$ cat config.mk
export PLATFORM = sky130hd
export DESIGN_NAME = printable_string_extractor
export DESIGN_NICKNAME = d
export VERILOG_FILES = /design/src/design/pse_pkg.sv /design/src/design/pse_ram.sv /design/src/design/pse_ctrl.sv /design/src/design/pse_datapath.sv /design/src/design/printable_string_extractor.sv
export SDC_FILE = /design/constraint.sdc
export NUM_CORES = 1
export LEC_CHECK = 0
export BUFFER_PORTS_ARGS = -buffer_cell sky130_fd_sc_hd__buf_2
export CAP_MARGIN = 15
export CORE_MARGIN = 3
export CORE_UTILIZATION = 57
export DETAILED_ROUTE_END_ITERATION = 10
export PLACE_DENSITY = 0.75
export SLEW_MARGIN = 20
export SYNTH_ARGS = -nofsm -noshare
export SYNTH_HDL_FRONTEND = slang
export SYNTH_SLANG_ARGS = --single-unit
export TNS_END_PERCENT = 50
$ cat constraint.sdc
create_clock -name i_clk -period 3.1 [get_ports i_clk]
set_input_delay 0.31 -clock i_clk [delete_from_list [all_inputs] [get_ports i_clk]]
set_output_delay 0.31 -clock i_clk [all_outputs]
set_load 0.02 [all_outputs]
$ cat src/design/pse_pkg.sv
// ----------------------------------------------------------------------------
// Printable string extractor package
// Shared types, payload structs and constants for the extractor blocks.
// ----------------------------------------------------------------------------
package pse_pkg;

    localparam int RUN_BUFFER_DEF  = 32;
    localparam int OFFSET_BITS_DEF = 32;

    localparam int DATA_W   = 8;
    localparam int CHAR_W   = 7;
    localparam int MINLEN_W = 5;
    localparam int ROFS_W   = 32;

    localparam logic [MINLEN_W-1:0] MIN_LENGTH_RESET = MINLEN_W'(4);

    localparam logic [DATA_W-1:0] CHAR_TAB   = 8'h09;
    localparam logic [DATA_W-1:0] CHAR_SPACE = 8'h20;
    localparam logic [DATA_W-1:0] CHAR_DEL   = 8'h7F;

    typedef struct packed {
        logic [DATA_W-1:0] data_byte;
        logic              last_byte;
    } t_in_item;

    typedef struct packed {
        logic [CHAR_W-1:0] out_char;
        logic [ROFS_W-1:0] run_offset;
        logic              is_last;
        logic              string_complete;
    } t_out_item;

    typedef struct packed {
        logic accept;
        logic rd_en;
        logic advance;
    } t_cmd;

    typedef struct packed {
        logic emit_now;
        logic last_char;
    } t_status;

endpackage

$ cat src/design/pse_ram.sv
// ----------------------------------------------------------------------------
// Generic single-port-write RAM
// One write port and one read port with registered read data.
// ----------------------------------------------------------------------------
module pse_ram #(
    parameter int WIDTH = 8,
    parameter int DEPTH = 32
) (
    input  logic                     i_clk,
    input  logic                     i_we,
    input  logic [$clog2(DEPTH)-1:0] i_waddr,
    input  logic [WIDTH-1:0]         i_wdata,
    input  logic                     i_re,
    input  logic [$clog2(DEPTH)-1:0] i_raddr,
    output logic [WIDTH-1:0]         o_rdata
);

    logic [WIDTH-1:0] r_mem [DEPTH];
    logic [WIDTH-1:0] r_rdata;

    always_ff @(posedge i_clk) begin
        if (i_we) begin
            r_mem[i_waddr] <= i_wdata;
        end
        if (i_re) begin
            r_rdata <= r_mem[i_raddr];
        end
    end

    assign o_rdata = r_rdata;

endmodule

$ cat src/design/pse_ctrl.sv
// ----------------------------------------------------------------------------
// Printable string extractor controller
// Sequences byte intake and the character-by-character output of a piece.
// ----------------------------------------------------------------------------
module pse_ctrl (
    input  logic             i_clk,
    input  logic             i_rst_n,
    input  logic             i_in_valid,
    output logic             o_in_ready,
    output logic             o_out_valid,
    input  logic             i_out_ready,
    input  pse_pkg::t_status i_status,
    output pse_pkg::t_cmd    o_cmd
);
    import pse_pkg::*;

    typedef enum logic [1:0] {
        S_IDLE,
        S_READ,
        S_SHOW
    } t_state;

    t_state r_state;
    t_state n_state;
    logic   r_in_ready;
    logic   r_out_valid;
    t_cmd   n_cmd;

    always_comb begin
        n_state = r_state;
        n_cmd   = '0;
        unique case (r_state)
            S_IDLE: begin
                if (i_in_valid) begin
                    n_cmd.accept = 1'b1;
                    if (i_status.emit_now) begin
                        n_state = S_READ;
                    end
                end
            end
            S_READ: begin
                n_cmd.rd_en = 1'b1;
                n_state     = S_SHOW;
            end
            S_SHOW: begin
                if (i_out_ready) begin
                    if (i_status.last_char) begin
                        n_state = S_IDLE;
                    end else begin
                        n_cmd.advance = 1'b1;
                        n_state       = S_READ;
                    end
                end
            end
            default: begin
                n_state = S_IDLE;
            end
        endcase
    end

    always_ff @(posedge i_clk) begin
        if (!i_rst_n) begin
            r_state     <= S_IDLE;
            r_in_ready  <= 1'b1;
            r_out_valid <= 1'b0;
        end else begin
            r_state     <= n_state;
            r_in_ready  <= (n_state == S_IDLE);
            r_out_valid <= (n_state == S_SHOW);
        end
    end

    assign o_in_ready  = r_in_ready;
    assign o_out_valid = r_out_valid;
    assign o_cmd       = n_cmd;

endmodule

$ cat src/design/pse_datapath.sv
// ----------------------------------------------------------------------------
// Printable string extractor datapath
// Run buffer, run and file position counters, and the output piece registers.
// ----------------------------------------------------------------------------
module pse_datapath #(
    parameter int RUN_BUFFER  = pse_pkg::RUN_BUFFER_DEF,
    parameter int OFFSET_BITS = pse_pkg::OFFSET_BITS_DEF
) (
    input  logic                      i_clk,
    input  logic                      i_rst_n,
    input  logic                      i_cfg_we,
    input  logic [pse_pkg::MINLEN_W-1:0] i_cfg_wdata,
    input  pse_pkg::t_in_item         i_in_data,
    input  pse_pkg::t_cmd             i_cmd,
    output pse_pkg::t_status          o_status,
    output pse_pkg::t_out_item        o_out_data
);
    import pse_pkg::*;

    localparam int LEN_W = $clog2(RUN_BUFFER);
    localparam int CMP_W = (LEN_W > MINLEN_W) ? LEN_W : MINLEN_W;
    localparam logic [LEN_W-1:0] CUT_LEN = LEN_W'(RUN_BUFFER - 1);

    logic [MINLEN_W-1:0]    r_min_length;
    logic [LEN_W-1:0]       r_run_length;
    logic [OFFSET_BITS-1:0] r_run_start;
    logic [OFFSET_BITS-1:0] r_byte_pos;
    logic [LEN_W-1:0]       r_emit_len;
    logic                   r_emit_complete;
    logic [OFFSET_BITS-1:0] r_emit_offset;
    logic [LEN_W-1:0]       r_idx;

    logic [LEN_W-1:0]       n_run_length;
    logic [OFFSET_BITS-1:0] n_run_start;
    logic [OFFSET_BITS-1:0] n_byte_pos;
    logic [LEN_W-1:0]       len_inc;
    logic [LEN_W-1:0]       emit_len;
    logic                   emit_complete;
    logic                   emit_now;
    logic                   printable;
    logic [MINLEN_W-1:0]    need;
    logic [CHAR_W-1:0]      rdata;
    logic [63:0]            offset_wide;

    assign printable = ((i_in_data.data_byte >= CHAR_SPACE) &&
                        (i_in_data.data_byte < CHAR_DEL)) ||
                       (i_in_data.data_byte == CHAR_TAB);
    assign need      = (r_min_length == '0) ? MINLEN_W'(1) : r_min_length;
    assign len_inc   = r_run_length + LEN_W'(1);

    always_comb begin
        n_run_start   = r_run_start;
        n_run_length  = r_run_length;
        emit_len      = r_run_length;
        emit_complete = 1'b1;
        emit_now      = 1'b0;
        n_byte_pos    = i_in_data.last_byte ? '0 : r_byte_pos + OFFSET_BITS'(1);
        if (printable) begin
            if (r_run_length == '0) begin
                n_run_start = r_byte_pos;
            end
            emit_len = len_inc;
            if (len_inc == CUT_LEN) begin
                emit_complete = 1'b0;
                emit_now      = 1'b1;
                n_run_length  = '0;
            end else begin
                n_run_length = len_inc;
                if (i_in_data.last_byte) begin
                    emit_now     = (CMP_W'(len_inc) >= CMP_W'(need));
                    n_run_length = '0;
                end
            end
        end else begin
            emit_now     = (CMP_W'(r_run_length) >= CMP_W'(need));
            n_run_length = '0;
        end
    end

    always_ff @(posedge i_clk) begin
        if (!i_rst_n) begin
            r_min_length <= MIN_LENGTH_RESET;
            r_run_length <= '0;
            r_run_start  <= '0;
            r_byte_pos   <= '0;
        end else begin
            if (i_cfg_we) begin
                r_min_length <= i_cfg_wdata;
            end
            if (i_cmd.accept) begin
                r_run_length <= n_run_length;
                r_run_start  <= n_run_start;
                r_byte_pos   <= n_byte_pos;
            end
        end
    end

    always_ff @(posedge i_clk) begin
        if (i_cmd.accept) begin
            r_emit_len      <= emit_len;
            r_emit_complete <= emit_complete;
            r_emit_offset   <= n_run_start;
            r_idx           <= '0;
        end else if (i_cmd.advance) begin
            r_idx <= r_idx + LEN_W'(1);
        end
    end

    pse_ram #(
        .WIDTH (CHAR_W),
        .DEPTH (RUN_BUFFER)
    ) u_run_store (
        .i_clk   (i_clk),
        .i_we    (i_cmd.accept && printable),
        .i_waddr (r_run_length),
        .i_wdata (i_in_data.data_byte[CHAR_W-1:0]),
        .i_re    (i_cmd.rd_en),
        .i_raddr (r_idx),
        .o_rdata (rdata)
    );

    assign offset_wide = 64'(r_emit_offset);

    assign o_status.emit_now  = emit_now;
    assign o_status.last_char = (r_idx == (r_emit_len - LEN_W'(1)));

    assign o_out_data.out_char        = rdata;
    assign o_out_data.run_offset      = offset_wide[ROFS_W-1:0];
    assign o_out_data.is_last         = o_status.last_char;
    assign o_out_data.string_complete = r_emit_complete;

endmodule

$ cat src/design/printable_string_extractor.sv
// ----------------------------------------------------------------------------
// Printable string extractor
// Collects runs of printable bytes from a file stream and emits them by char.
// ----------------------------------------------------------------------------
// A byte that emits nothing leaves intake ready for the next byte. A byte
// that completes a piece holds intake until the whole piece is shown: each
// character takes a read of the run buffer's single registered read port
// in S_READ and is then held in S_SHOW until the output side takes it. The
// run buffer needs no clearing after reset.
module printable_string_extractor #(
    parameter int RUN_BUFFER  = pse_pkg::RUN_BUFFER_DEF,
    parameter int OFFSET_BITS = pse_pkg::OFFSET_BITS_DEF
) (
    input  logic                         i_clk,
    input  logic                         i_rst_n,
    input  logic                         i_cfg_we,
    input  logic [pse_pkg::MINLEN_W-1:0] i_cfg_wdata,
    input  logic                         i_in_valid,
    output logic                         o_in_ready,
    input  pse_pkg::t_in_item            i_in_data,
    output logic                         o_out_valid,
    input  logic                         i_out_ready,
    output pse_pkg::t_out_item           o_out_data
);
    import pse_pkg::*;

    t_cmd    cmd;
    t_status status;

    pse_ctrl u_ctrl (
        .i_clk       (i_clk),
        .i_rst_n     (i_rst_n),
        .i_in_valid  (i_in_valid),
        .o_in_ready  (o_in_ready),
        .o_out_valid (o_out_valid),
        .i_out_ready (i_out_ready),
        .i_status    (status),
        .o_cmd       (cmd)
    );

    pse_datapath #(
        .RUN_BUFFER  (RUN_BUFFER),
        .OFFSET_BITS (OFFSET_BITS)
    ) u_datapath (
        .i_clk       (i_clk),
        .i_rst_n     (i_rst_n),
        .i_cfg_we    (i_cfg_we),
        .i_cfg_wdata (i_cfg_wdata),
        .i_in_data   (i_in_data),
        .i_cmd       (cmd),
        .o_status    (status),
        .o_out_data  (o_out_data)
    );

endmodule

## After elaboration in Yosys (flattened, before gate mapping)

Memory sizes are Yosys's and may differ from the RTL's. A register that Yosys moved wholly into a read port is not among the register bits.
Index checks and enable logic that the tools add are counted.
Widths: inputs -> output; s select.

- Register bits: 121
- RAM bits: 224
- Output and inout port bits: 43
- Word-level logic and storage cells: 58
- Memories kept: 1

Memories:

| name | depth | bits a word | rd ports | clocked after Yosys merged registers in | write ports | RTL line | source |
|---|---|---|---|---|---|---|---|
| u_datapath.u_run_store.r_mem | 32 | 7 | 1 | 1 | 1 | pse_ram.sv:18 | `logic [WIDTH-1:0] r_mem [DEPTH];` |

- $add $sub $neg: 4
- $lt $le $gt $ge: 4
- Eq/ne operators: 6
- Mux-type cells: 25
- Reduce and logical (&&, ||, !) cells: 7

Operator list:

| cell | count |
|---|---|
| $mux 32 | 3 |
| $add 32x1->32 const B | 1 |
| $mux 5 | 5 |
| $mux 1 | 13 |
| $add 5x1->5 const B | 2 |
| $ge 5x5->1 | 2 |
| $logic_not 5->1 | 2 |
| $eq 8x4->1 const B | 1 |
| $ge 8x6->1 const B | 1 |
| $lt 8x7->1 const B | 1 |
| $mux 2 | 3 |
| $pmux 2 s3 | 1 |
| $eq 5x5->1 | 1 |
| $eq 5x5->1 const B | 1 |
| $sub 5x1->5 const B | 1 |
| $eq 2x2->1 const B | 2 |
| $logic_not 2->1 | 2 |
| $eq 2x1->1 const B | 1 |
| $logic_and 1x1->1 | 2 |
| $logic_or 1x1->1 | 1 |

## Depth between registers and ports, before layout

Gate-level depths: netlist of run 1.

- Depth in word-level cells: 10
- Depth in mapped cells: 8
- Mapped depth without buffers: 8

## By module

From an unflattened synthesis of run 1, not the netlist that was laid out.

- Cell total of the unflattened synthesis: 926
- Area, all modules: 14,672.8 µm²

Modules (own cells, without submodules):

| module | times used | cells an instance | area each (µm²) | seq. area each (µm²) |
|---|---|---|---|---|
| pse_ram | 1 | 370 | 8,903.5 | 6,936.7 |
| pse_datapath | 1 | 541 | 5,605.4 | 2,722.6 |
| pse_ctrl | 1 | 15 | 163.9 | 80.1 |

## Least setup slack after synthesis of run 1

Ideal clock, no wire load.

- Path kind: register -> register
- From: reg u_ctrl.r_state[1]
- To: mem u_datapath.u_run_store.r_mem[12][0] (netlist bit), enable pin
- Data arrival time: 2.170 ns
- Path slack: 0.569 ns
- Stages on the path, launching flop included: 8
- Cells stage by stage: dfxtp_1 nor2_1 nand2_1 inv_2 buf_2 buf_2 nand3_1 nor2_1

RTL lines:

| item | RTL line | source |
|---|---|---|
| start, declared | pse_ctrl.sv:23 | `t_state r_state;` |
| start signal, assigned | pse_ctrl.sv:67 | `r_state <= n_state;` |
| end, declared | pse_ram.sv:18 |  |

==> out/results.tsv, run 1 <==
metric	value	unit
cts_resized	0	
synth_flop_cell	edfxtp_1	
ys_seq_area_frac	0.670	
vias_per_cell	5.96	
io_pins	62	
reg2reg_slack	0.78	ns
worst_pin_slew	0.678	ns
gp_congestion	0.821	
slowest_stage	a311o_2	
synth_most_common_cell	edfxtp_1	
dr.pass1.iters	5	
vias	8491	
cp-end-kind	output pin	
status	finished, final reports clean	
holdCritStartpoint	i_cfg_wdata[2]	
min_period_over_period	0.905	
gr-total-overflow	0	
avgSynthCellArea	15.1	um2
netlist_instances	966	
syn_area	0.0145	mm2
fin_hold_ws	0.0340	ns
place_area	0.0155	mm2
antenna_found_initial	2	
post-route-min-period	2.81	ns
reg2reg_from	u_datapath.r_min_length[4]$_SDFFE_PN0P_	
syn_nets	1003	
grt_first_pass_wirelength	49000	um
hold_violations	0	
die_w	166	um
yosysWarnings	0	
worstHoldPathType	input pin to flip-flop	
clock_path_buffers	3	
r2r_end	u_ctrl.r_state[0]$_SDFF_PN0_	
final_area	0.0166	mm2
fin_nets	1110	
cts_num_sinks	352	
yosysTopAreaCell	edfxtp_1	
drtIter0Drc	779	
max_freq	356	MHz
slew_headroom	0.548	
yosys.cell_types.count	61	
root_buffer	clkbuf_16	
path_class	flip-flop to output pin	
path_cells	inv_1, ha_1, nor2b_1, or3_1, a311o_2, inv_2, buf_2	
start_util	0.589	
grt_pass1_vias	8585	
die-area	0.0275	mm2
cap_violations	0	
holdPathStages	3	
crit_required	2.79	ns
slew_viol_final	0	
clock_latency	0.52	ns
dp_hpwl	19900	um
area_growth	14.1	%
grt_max_degree	39	
die_h	166	um
path_clk_slew	0.06	ns
wire_per_inst	21.9	um
synthTopCellsByArea	edfxtp_1 (56%), dfxtp_1 (11%), mux4_2 (8.7%), nand2_1 (2.5%), mux2i_1 (2.3%)	
track_usage	0.227	
core_area	0.0247	mm2
clock_skew	0.0244	ns
drive_gt1_frac	0.244	
ys_ff_latch	352	
holdPathEnd	u_datapath.r_min_length[2]$_SDFFE_PN1P_	
drc_errors	0	
post_cts_buffers	0	
num_antenna_cells	0	
ant_nets	0	
arrival	2.50	ns
std_cell_rows	57	
p_per_area	588	mW/mm2
port_buffers	61	
drt_wl_total	31200	um
setup.worst_path.start_class	flip-flop	
cp_slowest_stage_delay	0.46	ns
cts_buffers	36	
cts_tree	done	
hold_buffers	0	
critPathMaxFanout	6	
synth_commonest_cells	edfxtp_1 (269), nand2_1 (95), dfxtp_1 (83)	
r2r_cells	8	
ir_worst_vdd	0.000391	V
async_flop_share	0	
finalSetupTns	0	ns
synthDominantCellAreaShare	0.555	
leakage	5.60	nW
h-tree-depth	2	
setup_viol	0	
synth-edff-count	269	
rsz0062_at_grt	no	
[sequential cells by signal, summed over array words and instances, names as in the netlist]
signal,cells
u_datapath.r_emit_len,5
u_datapath.u_run_store.r_mem,224
u_datapath.u_run_store.o_rdata,7
u_datapath.r_emit_complete,1
u_datapath.r_idx,5
u_datapath.r_min_length,5
u_datapath.r_emit_offset,32
u_datapath.r_run_length,5
u_ctrl.o_in_ready,1
u_ctrl.o_out_valid,1
u_datapath.r_byte_pos,32
u_ctrl.r_state,2
u_datapath.r_run_start,32
[routing by layer]
layer | vias up | wire length (um) | part of all wire | global-route usage
li1 | 3862 | - | - | -
met1 | 4274 | 13100 | 0.42 | 0.315
met2 | 309 | 15400 | 0.49 | 0.378
met3 | 46 | 2210 | 0.071 | 0.0462
met4 | 0 | 499 | 0.016 | 0.0499
met5 | - | 0 | 0 | 0
[cell usage in the layout (no fill, tap or decap), types with 13 or more instances in the layout]
| master | n |
|---|---|
| a21oi_1 | 44 |
| buf_2 | 61 |
| buf_4 | 56 |
| clkbuf_16 | 37 |
| clkinv_1 | 13 |
| dfxtp_1 | 80 |
| edfxtp_1 | 269 |
| ha_1 | 18 |
| inv_1 | 16 |
| mux2_2 | 22 |
| mux2i_1 | 34 |
| mux4_2 | 56 |
| nand2_1 | 95 |
| nand3_1 | 23 |
| nor2_1 | 73 |
| nor3_1 | 19 |
| xnor2_1 | 27 |
[critical path, delay by kind of cell, from the launching register on]
| kind | cells | cell delay [ns] |
|---|---|---|
| buf+inv | 3 | 0.43 |
| simple gates | 2 | 0.49 |
| compound gates | 1 | 0.46 |
| fa+ha+maj | 1 | 0.23 |
| flops | 1 | 0.39 |
[final cells by class]
type                    count  area (um2)
flip-flops and latches    352        9750
multi-input cells         545        4500
fillers                  1708        8080
inverters                  19        71.3
well taps                 324         405
clock inverters            23         166
repair buffers            119         766
clock buffers              42         945
[how the worst max path moves through the flow]
stage	from	endpoint	slack, ns	cells after the start
4_1_cts	u_datapath.r_emit_len[0]$_DFFE_PP_	o_out_data[1]	0.30	7
3_3_place_gp	i_in_data[3]	u_datapath.u_run_store.r_mem[16][0]$_DFFE_PP_	0.38	7
3_5_place_dp	i_in_data[3]	u_datapath.u_run_store.r_mem[16][6]$_DFFE_PP_	0.42	7
5_1_grt	u_datapath.r_emit_len[0]$_DFFE_PP_	o_out_data[1]	0.21	7
6_report	u_datapath.r_emit_len[0]$_DFFE_PP_	o_out_data[1]	0.29	7
2_1_floorplan	u_ctrl.r_state[1]$_SDFF_PN0_	u_datapath.u_run_store.r_mem[12][0]$_DFFE_PP_	0.57	7
[stage by stage]
| stage | setup slack, ns | cells | utilization | total power, mW |
|---|---|---|---|---|
| after floorplan | 0.569 | 966 | - | 5.56 |
| after global placement | 0.379 | 1359 | 0.628 | 5.76 |
| after detailed placement | 0.425 | 1359 | 0.628 | 5.77 |
| after CTS | 0.301 | 1424 | 0.673 | 9.82 |
| after global routing | 0.211 | 1424 | 0.673 | 10.1 |
| final | 0.294 | 1424 | 0.673 | 9.75 |
[cells by family after synthesis]
kind of cell    share of synthesized area
fa+ha+maj                          0.0155
flops                               0.670
buf+inv                            0.0218
compound gates                     0.0404
xor+xnor                           0.0235
simple gates                       0.0943
mux                                 0.135
[where the power goes]
part	leakage, nW	switching, mW	total, mW	internal, mW
logic	1.92	0.345	0.524	0.178
clock network	0.538	1.73	4.08	2.35
registers	3.14	0.0247	5.15	5.12
Power figures use the tool's default switching activity.
==> run 2: changes to the inputs <==
CORE_UTILIZATION = 61   (was 57)
CTS_BUF_LIST = sky130_fd_sc_hd__clkbuf_8   (was default)
PLACE_DENSITY = 0.79   (was 0.75)
SKIP_CTS_REPAIR_TIMING = 1   (was default)
==> out/results.tsv, run 2 (same netlist as run 1, synthesis figures left out) <==
metric	value	unit
drt_wl_total	30300	um
largest_reg_flops	224	
start_util	0.631	
r2r_end	u_ctrl.r_state[0]$_SDFF_PN0_	
p_per_area	563	mW/mm2
path_clk_slew	0.06	ns
cap_violations	0	
leakage	5.47	nW
worst_pin_slew	0.711	ns
antenna_found_initial	2	
max_freq	354	MHz
largest_register	u_datapath.u_run_store.r_mem	
num_antenna_cells	0	
critPathMaxFanout	6	
r2r_cells	8	
cp-end-kind	output pin	
startpoint	u_datapath.r_emit_len[0]$_DFFE_PP_	
status	finished, final reports clean	
slew_viol_final	0	
cp-endpoint	o_out_data[1]	
rsz0062_at_grt	no	
slew_headroom	0.524	
fin_nets	1096	
reg2reg_slack	0.55	ns
root_buffer	clkbuf_8	
setup_viol	0	
wire_per_inst	21.4	um
layout_common_cells	edfxtp_1 (269), nand2_1 (95), dfxtp_1 (80)	
arrival	2.51	ns
drc_errors	0	
final_common_cell	edfxtp_1	
clock_skew	0.0508	ns
cts_buffers	53	
dp_hpwl	19500	um
reg2reg_from	u_datapath.r_run_length[2]$_SDFFE_PN0P_	
power	9.14	mW
dr.pass1.iters	5	
setup.worst_path.start_class	flip-flop	
crit_required	2.79	ns
track_usage	0.237	
clock_latency	0.61	ns
h-tree-depth	2	
die_h	160	um
clock_path_buffers	3	
std_cell_rows	55	
post-route-min-period	2.82	ns
io_pins	62	
ir_worst_vdd	0.000424	V
cts_num_sinks	352	
ant_nets	0	
setup_slack	0.279	ns
vias_per_cell	6.01	
path_class	flip-flop to output pin	
vias	8507	
hold_violations	0	
grt_first_pass_wirelength	47700	um
cts_tree	done	
gp_congestion	0.861	
holdPathStages	2	
finalSetupTns	0	ns
die_w	160	um
gr-total-overflow	0	
area_growth	11.7	%
grt_pass1_vias	8499	
min_period_over_period	0.910	
die-area	0.0257	mm2
drtIter0Drc	616	
port_buffers	61	
grt_max_degree	41	
pre_cts_ws	0.176	ns
worstHoldPathType	input pin to flip-flop	
drive_gt1_frac	0.228	
core_area	0.0231	mm2
## run 2: layer usage
metal | global-route usage | vias up | part of all wire
li1 | - | 3861 | -
met1 | 0.320 | 4239 | 0.41
met2 | 0.388 | 347 | 0.49
met3 | 0.0624 | 56 | 0.084
met4 | 0.0663 | 4 | 0.021
met5 | 0 | - | 0.00086
## run 2: final cells by class
class | instances | area, um2
inverter | 19 | 71.3
timing repair buffer | 88 | 546
sequential | 352 | 9750
clock buffer | 58 | 798
clock inverter | 41 | 191
tap | 313 | 392
fill | 1481 | 6810
multi-input combinational | 545 | 4500
## run 2: through the flow
| stage | cell area, um2 | utilization | hold slack, ns | cells |
|---|---|---|---|---|
| CTS | 16200 | 0.703 | -0.0700 | 1411 |
| global route | 16200 | 0.705 | 0.0394 | 1416 |
| floorplan | 14500 | - | 0.409 | 966 |
| detailed placement | 15200 | 0.660 | 0.440 | 1312 |
| finish | 16200 | 0.705 | 0.0408 | 1416 |
| global placement | 15200 | 0.660 | 0.434 | 1312 |
## run 2: how the worst min path moves through the flow
stage	startpoint	to	slack [ns]
final	i_rst_n	u_datapath.r_min_length[2]$_SDFFE_PN1P_	0.04
after detailed placement	u_datapath.r_run_start[0]$_SDFFE_PN0P_	u_datapath.r_run_start[0]$_SDFFE_PN0P_	0.44
after global routing	i_rst_n	u_datapath.r_min_length[2]$_SDFFE_PN1P_	0.04
after CTS	i_cfg_wdata[2]	u_datapath.r_min_length[2]$_SDFFE_PN1P_	-0.07
after global placement	u_datapath.r_run_start[16]$_SDFFE_PN0P_	u_datapath.r_run_start[16]$_SDFFE_PN0P_	0.43
after floorplan	i_in_data[1]	u_datapath.u_run_store.r_mem[0][0]$_DFFE_PP_	0.41
## run 2: critical path, cell delays in order, from the launching register on
cell and delay [ns]:
edfxtp_1 0.39, inv_1 0.07, ha_1 0.22, nor2b_1 0.13, or3_1 0.34, a311o_2 0.44, inv_2 0.11, buf_2 0.22
## run 2: power breakdown
part,switching [mW],internal [mW],leakage [nW]
combinational,0.333,0.179,1.75
sequential,0.0298,5.13,3.14
clock,1.74,1.73,0.586
total,2.10,7.04,5.47
==> run 3: changes to the inputs <==
CORE_UTILIZATION = 58   (was 61)
clock period = 2.4 ns   (was 3.1 ns; I/O delays follow)
==> out/results.tsv, run 3 (same netlist as run 1, synthesis figures left out) <==
metric	value	unit
setup.worst_path.start_class	flip-flop	
drive_gt1_frac	0.276	
leakage	5.83	nW
layout_common_cells	edfxtp_1 (269), nand2_1 (95), dfxtp_1 (78)	
cap_violations	0	
ir_worst_vdd	0.000449	V
post-place-cells	1379	
holdPathStages	3	
area_growth	16.0	%
status	finished, violations left	
drt_wl_total	30900	um
critPathMaxFanout	5	
ant_nets	0	
multi_input_area	0.00453	mm2
drc_errors	0	
stdcell_count	1488	
num_antenna_cells	0	
final_common_cell	edfxtp_1	
die-area	0.0270	mm2
gr-total-overflow	0	
final_util	0.690	
drtIter0Drc	824	
wire_per_inst	20.8	um
dr.pass1.iters	6	
path_clk_slew	0.06	ns
grt_max_degree	38	
post-route-min-period	2.53	ns
clock_path_buffers	3	
grt_pass1_vias	8531	
port_buffers	61	
regArea	0.00975	mm2
crit_required	2.16	ns
io_pins	62	
arrival	2.29	ns
hold_violations	0	
largest_register	u_datapath.u_run_store.r_mem	
die_w	164	um
reg2reg_from	u_datapath.r_run_length[0]$_SDFFE_PN0P_	
std_cell_rows	57	
worst_pin_slew	0.545	ns
max_freq	395	MHz
clock_skew	0.0238	ns
violations	negative setup slack	
rsz0062_at_grt	yes	
core_area	0.0245	mm2
fin_hold_ws	0.0284	ns
nFillCells	1578	
vias	8698	
cp-endpoint	o_out_data[1]	
p_per_area	717	mW/mm2
start_util	0.595	
root_buffer	clkbuf_8	
grt_first_pass_wirelength	48500	um
gp_congestion	0.820	
clock_latency	0.58	ns
setup_viol	1	
worstHoldPathType	input pin to flip-flop	
h-tree-depth	2	
cts_num_sinks	352	
startpoint	u_datapath.r_emit_len[0]$_DFFE_PP_	
cts_tree	done	
slew_headroom	0.635	
min_period_over_period	1.06	
r2r_end	u_ctrl.o_in_ready$_SDFF_PN1_	
cts_buffers	54	
dp_hpwl	19900	um
path_class	flip-flop to output pin	
largest_reg_flops	224	
cp-end-kind	output pin	
die_h	164	um
fin_nets	1160	
setup_slack	-0.132	ns
slew_viol_final	0	
reg2reg_slack	0.14	ns
antenna_found_initial	1	
power	12.1	mW
vias_per_cell	5.85	
r2r_cells	8	
track_usage	0.235	
-- run 3: changes by cell type in the layout (fill, tap and decap cells not counted), sizes merged --
cell         change
clkinvlp         -1
clkbuf           -2
buf             +61
inv              -3
dlygate4sd3      +2
clkinv           +1
bufinv           +3
-- run 3: how the worst min path moves through the flow --
stage,end,from,slack (ns)
6_report,u_datapath.r_min_length[3]$_SDFFE_PN0P_,i_cfg_we,0.03
3_3_place_gp,u_datapath.r_run_start[24]$_SDFFE_PN0P_,u_datapath.r_run_start[24]$_SDFFE_PN0P_,0.43
5_1_grt,u_datapath.r_min_length[4]$_SDFFE_PN0P_,i_cfg_we,0.02
2_1_floorplan,u_datapath.u_run_store.r_mem[0][0]$_DFFE_PP_,i_in_data[1],0.34
3_5_place_dp,u_datapath.r_run_start[5]$_SDFFE_PN0P_,u_datapath.r_run_start[5]$_SDFFE_PN0P_,0.44
4_1_cts,u_datapath.r_min_length[2]$_SDFFE_PN1P_,i_cfg_wdata[2],-0.14
-- run 3: stage by stage --
stage / area, um2 / TNS (ns) / worst slack (ns)
after floorplan: 14500 / 0 / 0.156
after global placement: 15700 / 0 / 0.183
after detailed placement: 15700 / 0 / 0.161
after CTS: 16700 / -0.387 / -0.387
after global routing: 16900 / -0.215 / -0.215
final: 16900 / -0.132 / -0.132
-- run 3: per-layer routing --
layer	global-route usage	wire, um
met1	0.333	13000
met2	0.379	15100
met3	0.0512	2400
met4	0.0554	421
met5	0	13
-- run 3: layout make-up --
cell class              count  share of cell area
clock buffers              56              0.0457
repair buffers            151              0.0648
flip-flops and latches    352               0.578
inverters                  19             0.00438
well taps                 324              0.0240
multi-input cells         545               0.268
clock inverters            41              0.0149
-- run 3: critical path, stage by stage, from the launching register on --
cell	delay, ns
edfxtp_1	0.45
inv_2	0.10
ha_4	0.14
nor2b_2	0.05
or3_1	0.34
a311o_2	0.42
inv_4	0.09
buf_6	0.12
-- run 3: power breakdown --
part | leakage [nW] | internal [mW] | switching [mW]
clock network | 0.587 | 2.49 | 2.23
registers | 3.14 | 6.62 | 0.0331
logic | 2.10 | 0.278 | 0.448
